[src/hw/rtl/range_value_count_table_core_defines.svh]
// Assertion macros for the range value count table core.
// Included by rvct_ctrl, which carries concurrent checks; no other dependencies.
`ifndef RANGE_VALUE_COUNT_TABLE_CORE_DEFINES_SVH
`define RANGE_VALUE_COUNT_TABLE_CORE_DEFINES_SVH

// Same-cycle implication, checked outside reset.
`define RVCT_ASSERT_IMPLIES(lbl, clk, rst, ante, cons) \
   lbl: assert property (@(posedge clk) disable iff (rst) (ante) |-> (cons)) \
      else $error("%m: same-cycle implication violated");

// Next-cycle implication, checked outside reset.
`define RVCT_ASSERT_NEXT(lbl, clk, rst, ante, cons) \
   lbl: assert property (@(posedge clk) disable iff (rst) (ante) |=> (cons)) \
      else $error("%m: next-cycle implication violated");

`endif

[src/hw/rtl/rvct_pkg.sv]
// Shared types and constants for the range value count table core.
// No dependencies; used by the interfaces, controller, datapath and top level.
package rvct_pkg;

   // Field widths of the transfer payloads
   localparam int MODE_BITS      = 2;
   localparam int SEL_BITS       = 1;
   localparam int POS_BITS       = 10;
   localparam int VAL_FIELD_BITS = 16;
   localparam int COUNT_BITS     = 11;

   // Default sizing
   localparam int ENTRIES_DEF    = 1024;
   localparam int VALUE_BITS_DEF = 16;
   localparam int TABLES_DEF     = 2;

   // Slots per memory word
   localparam int LANES     = 16;
   localparam int LANE_BITS = $clog2(LANES);

   // Operation codes
   localparam logic [MODE_BITS-1:0] MODE_INSERT = 2'd0;
   localparam logic [MODE_BITS-1:0] MODE_ERASE  = 2'd1;
   localparam logic [MODE_BITS-1:0] MODE_QUERY  = 2'd2;

   typedef struct packed {
      logic [MODE_BITS-1:0]      mode;
      logic [SEL_BITS-1:0]       table_sel;
      logic [POS_BITS-1:0]       position;
      logic [VAL_FIELD_BITS-1:0] value;
      logic [POS_BITS-1:0]       index_lo;
      logic [POS_BITS-1:0]       index_hi;
      logic [VAL_FIELD_BITS-1:0] value_lo;
      logic [VAL_FIELD_BITS-1:0] value_hi;
   } req_payload_type;

   // Controller -> datapath
   typedef struct packed {
      logic capture;     // latch request fields
      logic clr_write;   // write an empty word at the sweep address
      logic rmw_read;    // read the row holding the addressed slot
      logic rmw_write;   // write that row back, slot updated
      logic scan_start;  // load first query row, clear the count
      logic scan_read;   // read the current query row, advance
      logic rsp_load;    // load the result register
      logic rsp_zero;    // result is zero rather than the count
   } cmd_type;

   // Datapath -> controller
   typedef struct packed {
      logic [MODE_BITS-1:0] mode;
      logic                 slot_ok;      // table and position in range
      logic                 query_empty;  // nothing can match
      logic                 sweep_last;
      logic                 scan_last;
      logic                 pipe_busy;    // query rows still in flight
      logic                 rsp_free;     // result register can take a value
   } status_type;

endpackage

[src/hw/rtl/rvct_ctrl.sv]
// Sequencing FSM for the range value count table core.
// Depends on rvct_pkg and range_value_count_table_core_defines.svh.
`include "range_value_count_table_core_defines.svh"

module rvct_ctrl (
   input  logic                 clock,
   input  logic                 reset,
   input  logic                 req_valid,
   output logic                 req_ready,
   input  rvct_pkg::status_type status,
   output rvct_pkg::cmd_type    cmd
);

   localparam logic [2:0] S_CLEAR  = 3'd0;
   localparam logic [2:0] S_IDLE   = 3'd1;
   localparam logic [2:0] S_DECODE = 3'd2;
   localparam logic [2:0] S_RMW_RD = 3'd3;
   localparam logic [2:0] S_RMW_WR = 3'd4;
   localparam logic [2:0] S_SCAN   = 3'd5;
   localparam logic [2:0] S_DRAIN  = 3'd6;
   localparam logic [2:0] S_DONE   = 3'd7;

   logic [2:0] state_ff;
   logic [2:0] state_in;

   always_ff @(posedge clock) begin
      if (reset) begin
         state_ff <= S_CLEAR;
      end else begin
         state_ff <= state_in;
      end
   end

   always_comb begin
      state_in  = state_ff;
      cmd       = '0;
      req_ready = 1'b0;
      cmd.rsp_zero = (status.mode != rvct_pkg::MODE_QUERY) || status.query_empty;
      unique case (state_ff)
         S_CLEAR: begin
            cmd.clr_write = 1'b1;
            if (status.sweep_last) begin
               state_in = S_IDLE;
            end
         end
         S_IDLE: begin
            req_ready   = 1'b1;
            cmd.capture = req_valid;
            if (req_valid) begin
               state_in = S_DECODE;
            end
         end
         S_DECODE: begin
            unique case (status.mode)
               rvct_pkg::MODE_INSERT,
               rvct_pkg::MODE_ERASE: begin
                  state_in = status.slot_ok ? S_RMW_RD : S_DONE;
               end
               rvct_pkg::MODE_QUERY: begin
                  if (status.query_empty) begin
                     state_in = S_DONE;
                  end else begin
                     cmd.scan_start = 1'b1;
                     state_in       = S_SCAN;
                  end
               end
               default: begin
                  state_in = S_DONE;
               end
            endcase
         end
         S_RMW_RD: begin
            cmd.rmw_read = 1'b1;
            state_in     = S_RMW_WR;
         end
         S_RMW_WR: begin
            cmd.rmw_write = 1'b1;
            state_in      = S_DONE;
         end
         S_SCAN: begin
            cmd.scan_read = 1'b1;
            if (status.scan_last) begin
               state_in = S_DRAIN;
            end
         end
         S_DRAIN: begin
            if (!status.pipe_busy) begin
               state_in = S_DONE;
            end
         end
         S_DONE: begin
            if (status.rsp_free) begin
               cmd.rsp_load = 1'b1;
               state_in     = S_IDLE;
            end
         end
         default: begin
            state_in = S_CLEAR;
         end
      endcase
   end

   // clearing pass runs once per reset
   `RVCT_ASSERT_NEXT(a_clear_once, clock, reset, state_ff != S_CLEAR, state_ff != S_CLEAR)
   // count must be final before the result is loaded
   `RVCT_ASSERT_IMPLIES(a_done_drained, clock, reset, state_ff == S_DONE, !status.pipe_busy)
   // write-back only right after the row read
   `RVCT_ASSERT_IMPLIES(a_rmw_order, clock, reset, cmd.rmw_write, $past(cmd.rmw_read))

endmodule

[config.mk]
export PLATFORM = sky130hd
export DESIGN_NAME = rvct_ctrl
export DESIGN_NICKNAME = d
export VERILOG_FILES = /design/src/hw/rtl/rvct_pkg.sv /design/src/hw/rtl/rvct_ctrl.sv
export VERILOG_INCLUDE_DIRS = /design/src /design/src/hw/rtl
export SDC_FILE = /design/constraint.sdc
export NUM_CORES = 1
export LEC_CHECK = 0
export BUFFER_PORTS_ARGS = -buffer_cell sky130_fd_sc_hd__buf_2
export CORE_AREA = 2 2 39 41
export CTS_CLUSTER_SIZE = 14
export DETAILED_ROUTE_END_ITERATION = 12
export DIE_AREA = 0 0 41 43
export GPL_TIMING_DRIVEN = 0
export HOLD_SLACK_MARGIN = 0.15
export PLACE_DENSITY_LB_ADDON = 0.05
export SYNTH_ARGS = -nofsm -noshare
export SYNTH_HDL_FRONTEND = slang
export SYNTH_SLANG_ARGS = --single-unit
[constraint.sdc]
create_clock -name clock -period 1.5 [get_ports clock]
set_input_delay 0.3 -clock clock [delete_from_list [all_inputs] [get_ports clock]]
set_output_delay 0.3 -clock clock [all_outputs]
set_load 0.1 [all_outputs]
==> impl_metrics.csv, run 1 <==
group,metric,value,unit
status,status,"finished with violations",
status,violations,"setup timing",
power_and_ir_drop,power_switching,0.8256,mW
clock_tree,clk_latency,0.23,ns
yosys,synth_fp_nets,49,
flow_run,cap_violations,0,
worst_setup_path,start_kind,"register",
layout,fillers,144,
layout,layout_common_cells,"12 x buf_2, 5 x buf_12, 4 x buf_4",
die,start_util,0.1989,
placed_design,place_hpwl,673.6,µm
yosys,synth_warnings,0,
die,die_height,43,µm
yosys,yosysTopAreaCell,"dfxtp_1",
yosys,yosysUniqueCellTypes,24,
layout,synthToLayoutAreaGrowth,142.3,%
yosys,synth_top_area_share,0.2182,
power_and_ir_drop,power_frac_comb,0.805,
sta,setup_slack,-0.02666,ns
layout,n_antenna_cell,0,
die,core.rowCount,14,
power_and_ir_drop,clkPwrFrac,0.089,
layout,regArea,66.31,µm²
sta,maxSlewHeadroom,0.6798,
placed_design,port_buffers,19,
detailed_routing,dr.pass1.iters,2,
layout,reg_top3,"state_ff: 3 flops",
sta,skew,0.002431,ns
sta,tightest_slew,0.4837,ns
detailed_routing,drt-vias-per-instance,4.819,
worst_setup_path,endpoint_kind,"output port",
detailed_routing,wire_per_inst,13.31,µm
detailed_routing,vias,400,
power_and_ir_drop,irDropWorstVdd,0.9454,mV
layout,regMostFlops,"state_ff",
placed_design,gp_congestion,0.6701,
grt,grt_usage,0.1283,
layout,multiInputGateArea,247.7,µm²
clock_tree,cts_tree,"yes",
worst_setup_path,path_max_fanout,5,
sta,finalCriticalPeriod,1.527,ns
detailed_routing,drtAntennaViolNets,0,
hold_path,hp-class,"input pin to register",
yosys,synth-seq-cells,3,
yosys,syn-cell-area,275.3,µm²
hold_path,worstHoldPathCells,2,
detailed_routing,first_iter_violations,3,
die,pin_count,20,
layout,finish.utilization,0.4819,
sta,period_share,1.018,
power_and_ir_drop,internal-power,0.7251,mW
worst_setup_path,r2r_cells,6,
clock_tree,cts-htree-levels,1,
layout,largest_reg_flops,3,
sta,slew_violations,0,
grt,grt_antenna_before_repair,0,
sta,grt_setup_unrepaired,"true",
yosys,syn_inst,38,
detailed_routing,drc,0,
worst_setup_path,critical_path_arrival,1.23,ns
clock_tree,clock_path_buffers,2,
worst_setup_path,crit_type,"register to output port",
grt,grt_pass1_vias,349,
clock_tree,cts-root-buf,"clkbuf_4",
clock_tree,ctsHoldBuffers,0,
yosys,yosysSeqAreaShare,0.2182,
worst_setup_path,crit_required,1.20,ns
yosys,avgSynthCellArea,7.244,µm²
grt,grt_pass1_wl,1476,µm
clock_tree,cts.sinks,3,
power_and_ir_drop,swShare,0.5324,
grt,grt_max_degree,11,
power_and_ir_drop,seqPwrFrac,0.106,
die,coreArea,1384,µm²
yosys,synthTopCellsByArea,"dfxtp_1 22%, nor3_1 9.1%, a21oi_1 5.5%, a2111oi_2 5.5%, nor2_1 5.5%",
layout,fin_nets,79,
grt,grt_overflow,0,
die,die_area,1763,µm²
clock_tree,path_clk_slew,0.04,ns
power_and_ir_drop,p_leak,0.2870,nW
power_and_ir_drop,powerDensity,2325,nW/µm²
layout,layout_commonest_cell,"buf_2",
detailed_routing,routed_wirelength,1105,µm
sta,hold_viol,0,
layout,drive_gt1_frac,0.7164,
clock_tree,cts_buffers,3,
sta,setup_viol,2,
die,die_x,41,µm
sta,fmax,655.0,MHz
placed_design,post-place-ws,-0.3184,ns
[area by class of cell]
class,count,share of cell area
plain buffers,3,0.06379
clock buffers,4,0.03940
inverters,2,0.01876
multi-input cells,30,0.3715
flip-flops and latches,3,0.09944
well taps,16,0.03002
repair buffers,25,0.3771
[timing repair]
action                     CTS  global route
buffers inserted             2             2
resized for setup           28             7
cloned                       0             2
setup endpoints to repair    8             8
pin swaps                    1             2
[worst max-delay path, stage by stage (launching register included)]
cell and delay (ns):
dfxtp_2 0.32, buf_6 0.12, inv_6 0.04, nor4_4 0.25, buf_6 0.26
[final timing paths]
check / start / to / slack (ns)
setup / recovery: state_ff[1]$_SDFFE_PP0P_ / cmd[3] / -0.03
hold reg to reg: state_ff[0]$_SDFFE_PP0P_ / state_ff[0]$_SDFFE_PP0P_ / 0.67
hold / removal: reset / state_ff[0]$_SDFFE_PP0P_ / 0.31
setup reg to reg: state_ff[1]$_SDFFE_PP0P_ / state_ff[1]$_SDFFE_PP0P_ / 0.18
[power by group through the flow]
stage,logic (mW),clock network (mW),registers [mW]
2_1_floorplan,0.789,0,0.138
3_3_place_gp,0.912,0,0.145
3_5_place_dp,0.907,0,0.145
4_1_cts,1.14,0.144,0.154
5_1_grt,1.30,0.158,0.172
6_report,1.25,0.137,0.165
[per-layer routing]
| metal | vias up | share of wire | GRT usage |
|---|---|---|---|
| li1 | 199 | - | - |
| met1 | 186 | 0.41 | 0.1502 |
| met2 | 15 | 0.53 | 0.1969 |
| met3 | 0 | 0.052 | 0.06283 |
| met4 | 0 | 0 | 0.04000 |
| met5 | - | 0 | 0 |
[Yosys cell counts]
cell type / instances
nor3_1: 5
a211oi_1: 1
buf_4: 1
buf_2: 1
a21oi_1: 3
nor2_1: 4
dfxtp_1: 3
mux2i_1: 1
nand2_2: 1
or3b_1: 1
inv_1: 1
a31oi_1: 1
and3_1: 2
o21ai_1: 1
inv_2: 1
and2_1: 1
or2b_1: 1
buf_6: 1
a311o_1: 1
a2111oi_2: 1
a311oi_1: 1
nand2_1: 3
nor4_1: 1
and3_2: 1
[cells by family (layout without fill, tap and decap cells)]
| kind of cell | Yosys count | in the layout | synth area share |
|---|---|---|---|
| multiplexers | 1 | 1 | 0.03637 |
| AO/OA/AOI/OAI | 9 | 9 | 0.2454 |
| flip-flops | 3 | 3 | 0.2182 |
| buffers and inverters | 5 | 34 | 0.1136 |
| AND/OR/NAND/NOR | 20 | 20 | 0.3864 |
[stage by stage]
stage	area (µm²)	hold WS [ns]	total power [mW]	cells	setup TNS, ns
3_3_place_gp	454.2	0.5537	1.057	73	-0.3594
5_1_grt	666.9	0.3172	1.633	83	-0.2153
2_1_floorplan	339.1	0.3653	0.9276	38	-1.022
6_report	666.9	0.3120	1.551	83	-0.05259
4_1_cts	601.8	0.2995	1.439	79	-0.08643
3_5_place_dp	454.2	0.5488	1.053	73	-0.3755
Note: power is estimated with default switching activity, not from simulation.
==> run 2, diff against run 1 <==
--- a/config.mk
+++ b/config.mk
@@ -7,7 +7,10 @@
 export NUM_CORES = 1
 export LEC_CHECK = 0
 export BUFFER_PORTS_ARGS = -buffer_cell sky130_fd_sc_hd__buf_2
+export CELL_PAD_IN_SITES_DETAIL_PLACEMENT = 1
+export CELL_PAD_IN_SITES_GLOBAL_PLACEMENT = 1
 export CORE_AREA = 2 2 39 41
+export CTS_BUF_LIST = sky130_fd_sc_hd__clkbuf_8
 export CTS_CLUSTER_SIZE = 14
 export DETAILED_ROUTE_END_ITERATION = 12
 export DIE_AREA = 0 0 41 43
==> run 2 against run 1 <==
  * The flow still finishes with violations (setup timing)
  * Routed wire length is 10% higher
  * Clock power rose by 65%
  * Total power is 3.9% higher
  * Worst setup slack better by 0.0042 ns
  * Global-route usage is 1.1 points higher
  * Final area up 2.1%
  * Core utilization rose by 0.99 points
  * Critical path type is now input pin to output port
  * Largest power group unchanged
  * Hold slack improved by 0.0064 ns
  * Non-clock buffer count rose by 1
  * Highest routed layer unchanged
  * Clock-buffer cell count fell by 1
  * Flip-flop and latch count did not move
  * Sequential power increased by 17%
==> impl_metrics.csv, run 2 (synthesized netlist as in run 1, its figures left out) <==
group,metric,value,unit
status,status,"finished with violations",
hold_path,min_from,"reset",
placed_design,post-place-ws,-0.3207,ns
sta,period_share,1.015,
layout,drive_gt1_frac,0.7059,
clock_tree,clk_latency,0.22,ns
worst_setup_path,crit_required,1.20,ns
hold_path,min_to,"state_ff[0]$_SDFFE_PP0P_",
die,die_height,43,µm
sta,slew_violations,0,
worst_setup_path,r2r-start,"state_ff[1]$_SDFFE_PP0P_",
grt,grt_overflow,0,
sta,hold_viol,0,
detailed_routing,first_iter_violations,4,
clock_tree,cts-root-buf,"clkbuf_8",
layout,reg_top3,"state_ff: 3 flops",
grt,grt_max_degree,11,
clock_tree,ctsHoldBuffers,0,
layout,layout_common_cells,"10 x buf_2, 7 x buf_4, 5 x buf_6",
grt,grt_antenna_before_repair,0,
layout,synthToLayoutAreaGrowth,147.3,%
hold_path,hp-class,"input pin to register",
sta,finalCriticalPeriod,1.522,ns
die,die_area,1763,µm²
clock_tree,clock_path_buffers,2,
worst_setup_path,r2r_cells,5,
worst_setup_path,endpoint_kind,"output port",
hold_path,worstHoldPathCells,2,
sta,setup_viol,1,
sta,maxSlewHeadroom,0.6802,
placed_design,gp_congestion,0.7229,
detailed_routing,wire_per_inst,14.46,µm
worst_setup_path,reg2reg_setup_slack,0.26,ns
die,pin_count,20,
flow_run,cap_violations,0,
worst_setup_path,r2r_end,"state_ff[1]$_SDFFE_PP0P_",
sta,setup_slack,-0.02242,ns
placed_design,place_hpwl,731.5,µm
status,violations,"setup timing",
layout,fillers,166,
die,core.rowCount,14,
sta,grt_setup_unrepaired,"true",
grt,grt_pass1_vias,410,
power_and_ir_drop,irDropWorstVdd,0.9553,mV
placed_design,dpl-instance-area,454.2,µm²
worst_setup_path,crit_type,"input pin to output port",
power_and_ir_drop,powerDensity,2367,nW/µm²
detailed_routing,drtAntennaViolNets,0,
layout,fin_nets,80,
die,die_x,41,µm
worst_setup_path,critical_path_arrival,1.22,ns
layout,regMostFlops,"state_ff",
layout,layout_commonest_cell,"buf_2",
detailed_routing,drc,0,
sta,fmax,656.8,MHz
layout,final_area,680.7,µm²
sta,fin_tns_setup,-0.02242,ns
grt,grt_usage,0.1393,
worst_setup_path,path_max_fanout,3,
detailed_routing,routed_wirelength,1215,µm
worst_setup_path,start_kind,"input pin",
sta,holdWs,0.3184,ns
power_and_ir_drop,p_leak,0.2986,nW
detailed_routing,vias,403,
die,start_util,0.1989,
clock_tree,cts_tree,"yes",
placed_design,port_buffers,19,
clock_tree,cts-htree-levels,1,
grt,grt_pass1_wl,1669,µm
clock_tree,cts_buffers,3,
sta,skew,0.004337,ns
detailed_routing,dr.pass1.iters,3,
clock_tree,path_clk_slew,0.03,ns
sta,tightest_slew,0.4830,ns
die,coreArea,1384,µm²
layout,largest_reg_flops,3,
detailed_routing,drt-vias-per-instance,4.798,
clock_tree,cts.sinks,3,
layout,n_antenna_cell,0,
run 2: cell types whose count changed in the layout (fill, tap and decap cells not counted), sizes merged:
| cell | delta |
|---|---|
| buf | +1 |
| inv | +1 |
| clkbuf | -1 |
run 2: metrics by stage:
stage          power (mW)  utilization  std cells
2_1_floorplan      0.9276            -         38
3_5_place_dp        1.060       0.3282         73
4_1_cts             1.515       0.4467         82
5_1_grt             1.696       0.4919         84
3_3_place_gp        1.046       0.3282         73
6_report            1.611       0.4919         84
run 2: power breakdown:
part / total [mW] / switching, mW / internal, mW
logic: 1.19 / 0.723 / 0.470
clock network: 0.226 / 0.0515 / 0.174
registers: 0.193 / 0.0655 / 0.127
total: 1.61 / 0.840 / 0.771
run 2: how the worst max path moves through the flow:
stage	cells past startpoint	start	endpoint	slack [ns]
2_1_floorplan	2	status[6]	cmd[3]	-0.79
6_report	4	status[6]	cmd[3]	-0.02
5_1_grt	3	state_ff[2]$_SDFFE_PP0P_	cmd[3]	-0.05
3_5_place_dp	4	status[6]	cmd[3]	-0.32
3_3_place_gp	4	status[6]	cmd[3]	-0.31
4_1_cts	3	state_ff[2]$_SDFFE_PP0P_	cmd[3]	-0.04
run 2: layout make-up:
class	instances	area [µm²]	area share
Tap cell	16	20.02	0.02941
Timing Repair Buffer	27	257.7	0.3787
Clock inverter	1	3.754	0.005515
Sequential cell	3	68.82	0.1011
Buffer	2	31.28	0.04596
Clock buffer	3	41.29	0.06066
Inverter	2	12.51	0.01838
Multi-Input combinational cell	30	245.2	0.3603
run 2: worst max-delay path: stages:
cell,delay (ns)
buf_6,0.09
or3b_4,0.42
nor4_4,0.15
buf_6,0.26
run 2: repair_timing:
item | 4_1_cts | 5_1_grt
pin swaps | 1 | 1
buffers inserted | 5 | 2
endpoints found under the setup margin | 8 | 8
gates cloned | 0 | 1
gates resized for setup | 25 | 10
run 2: metal layers:
layer	GRT usage	wire, µm	share of wire	vias up
li1	-	-	-	199
met4	0.04000	0	0	0
met5	0	0	0	-
met3	0.06283	64	0.053	0
met1	0.1597	494	0.41	193
met2	0.2219	657	0.54	11
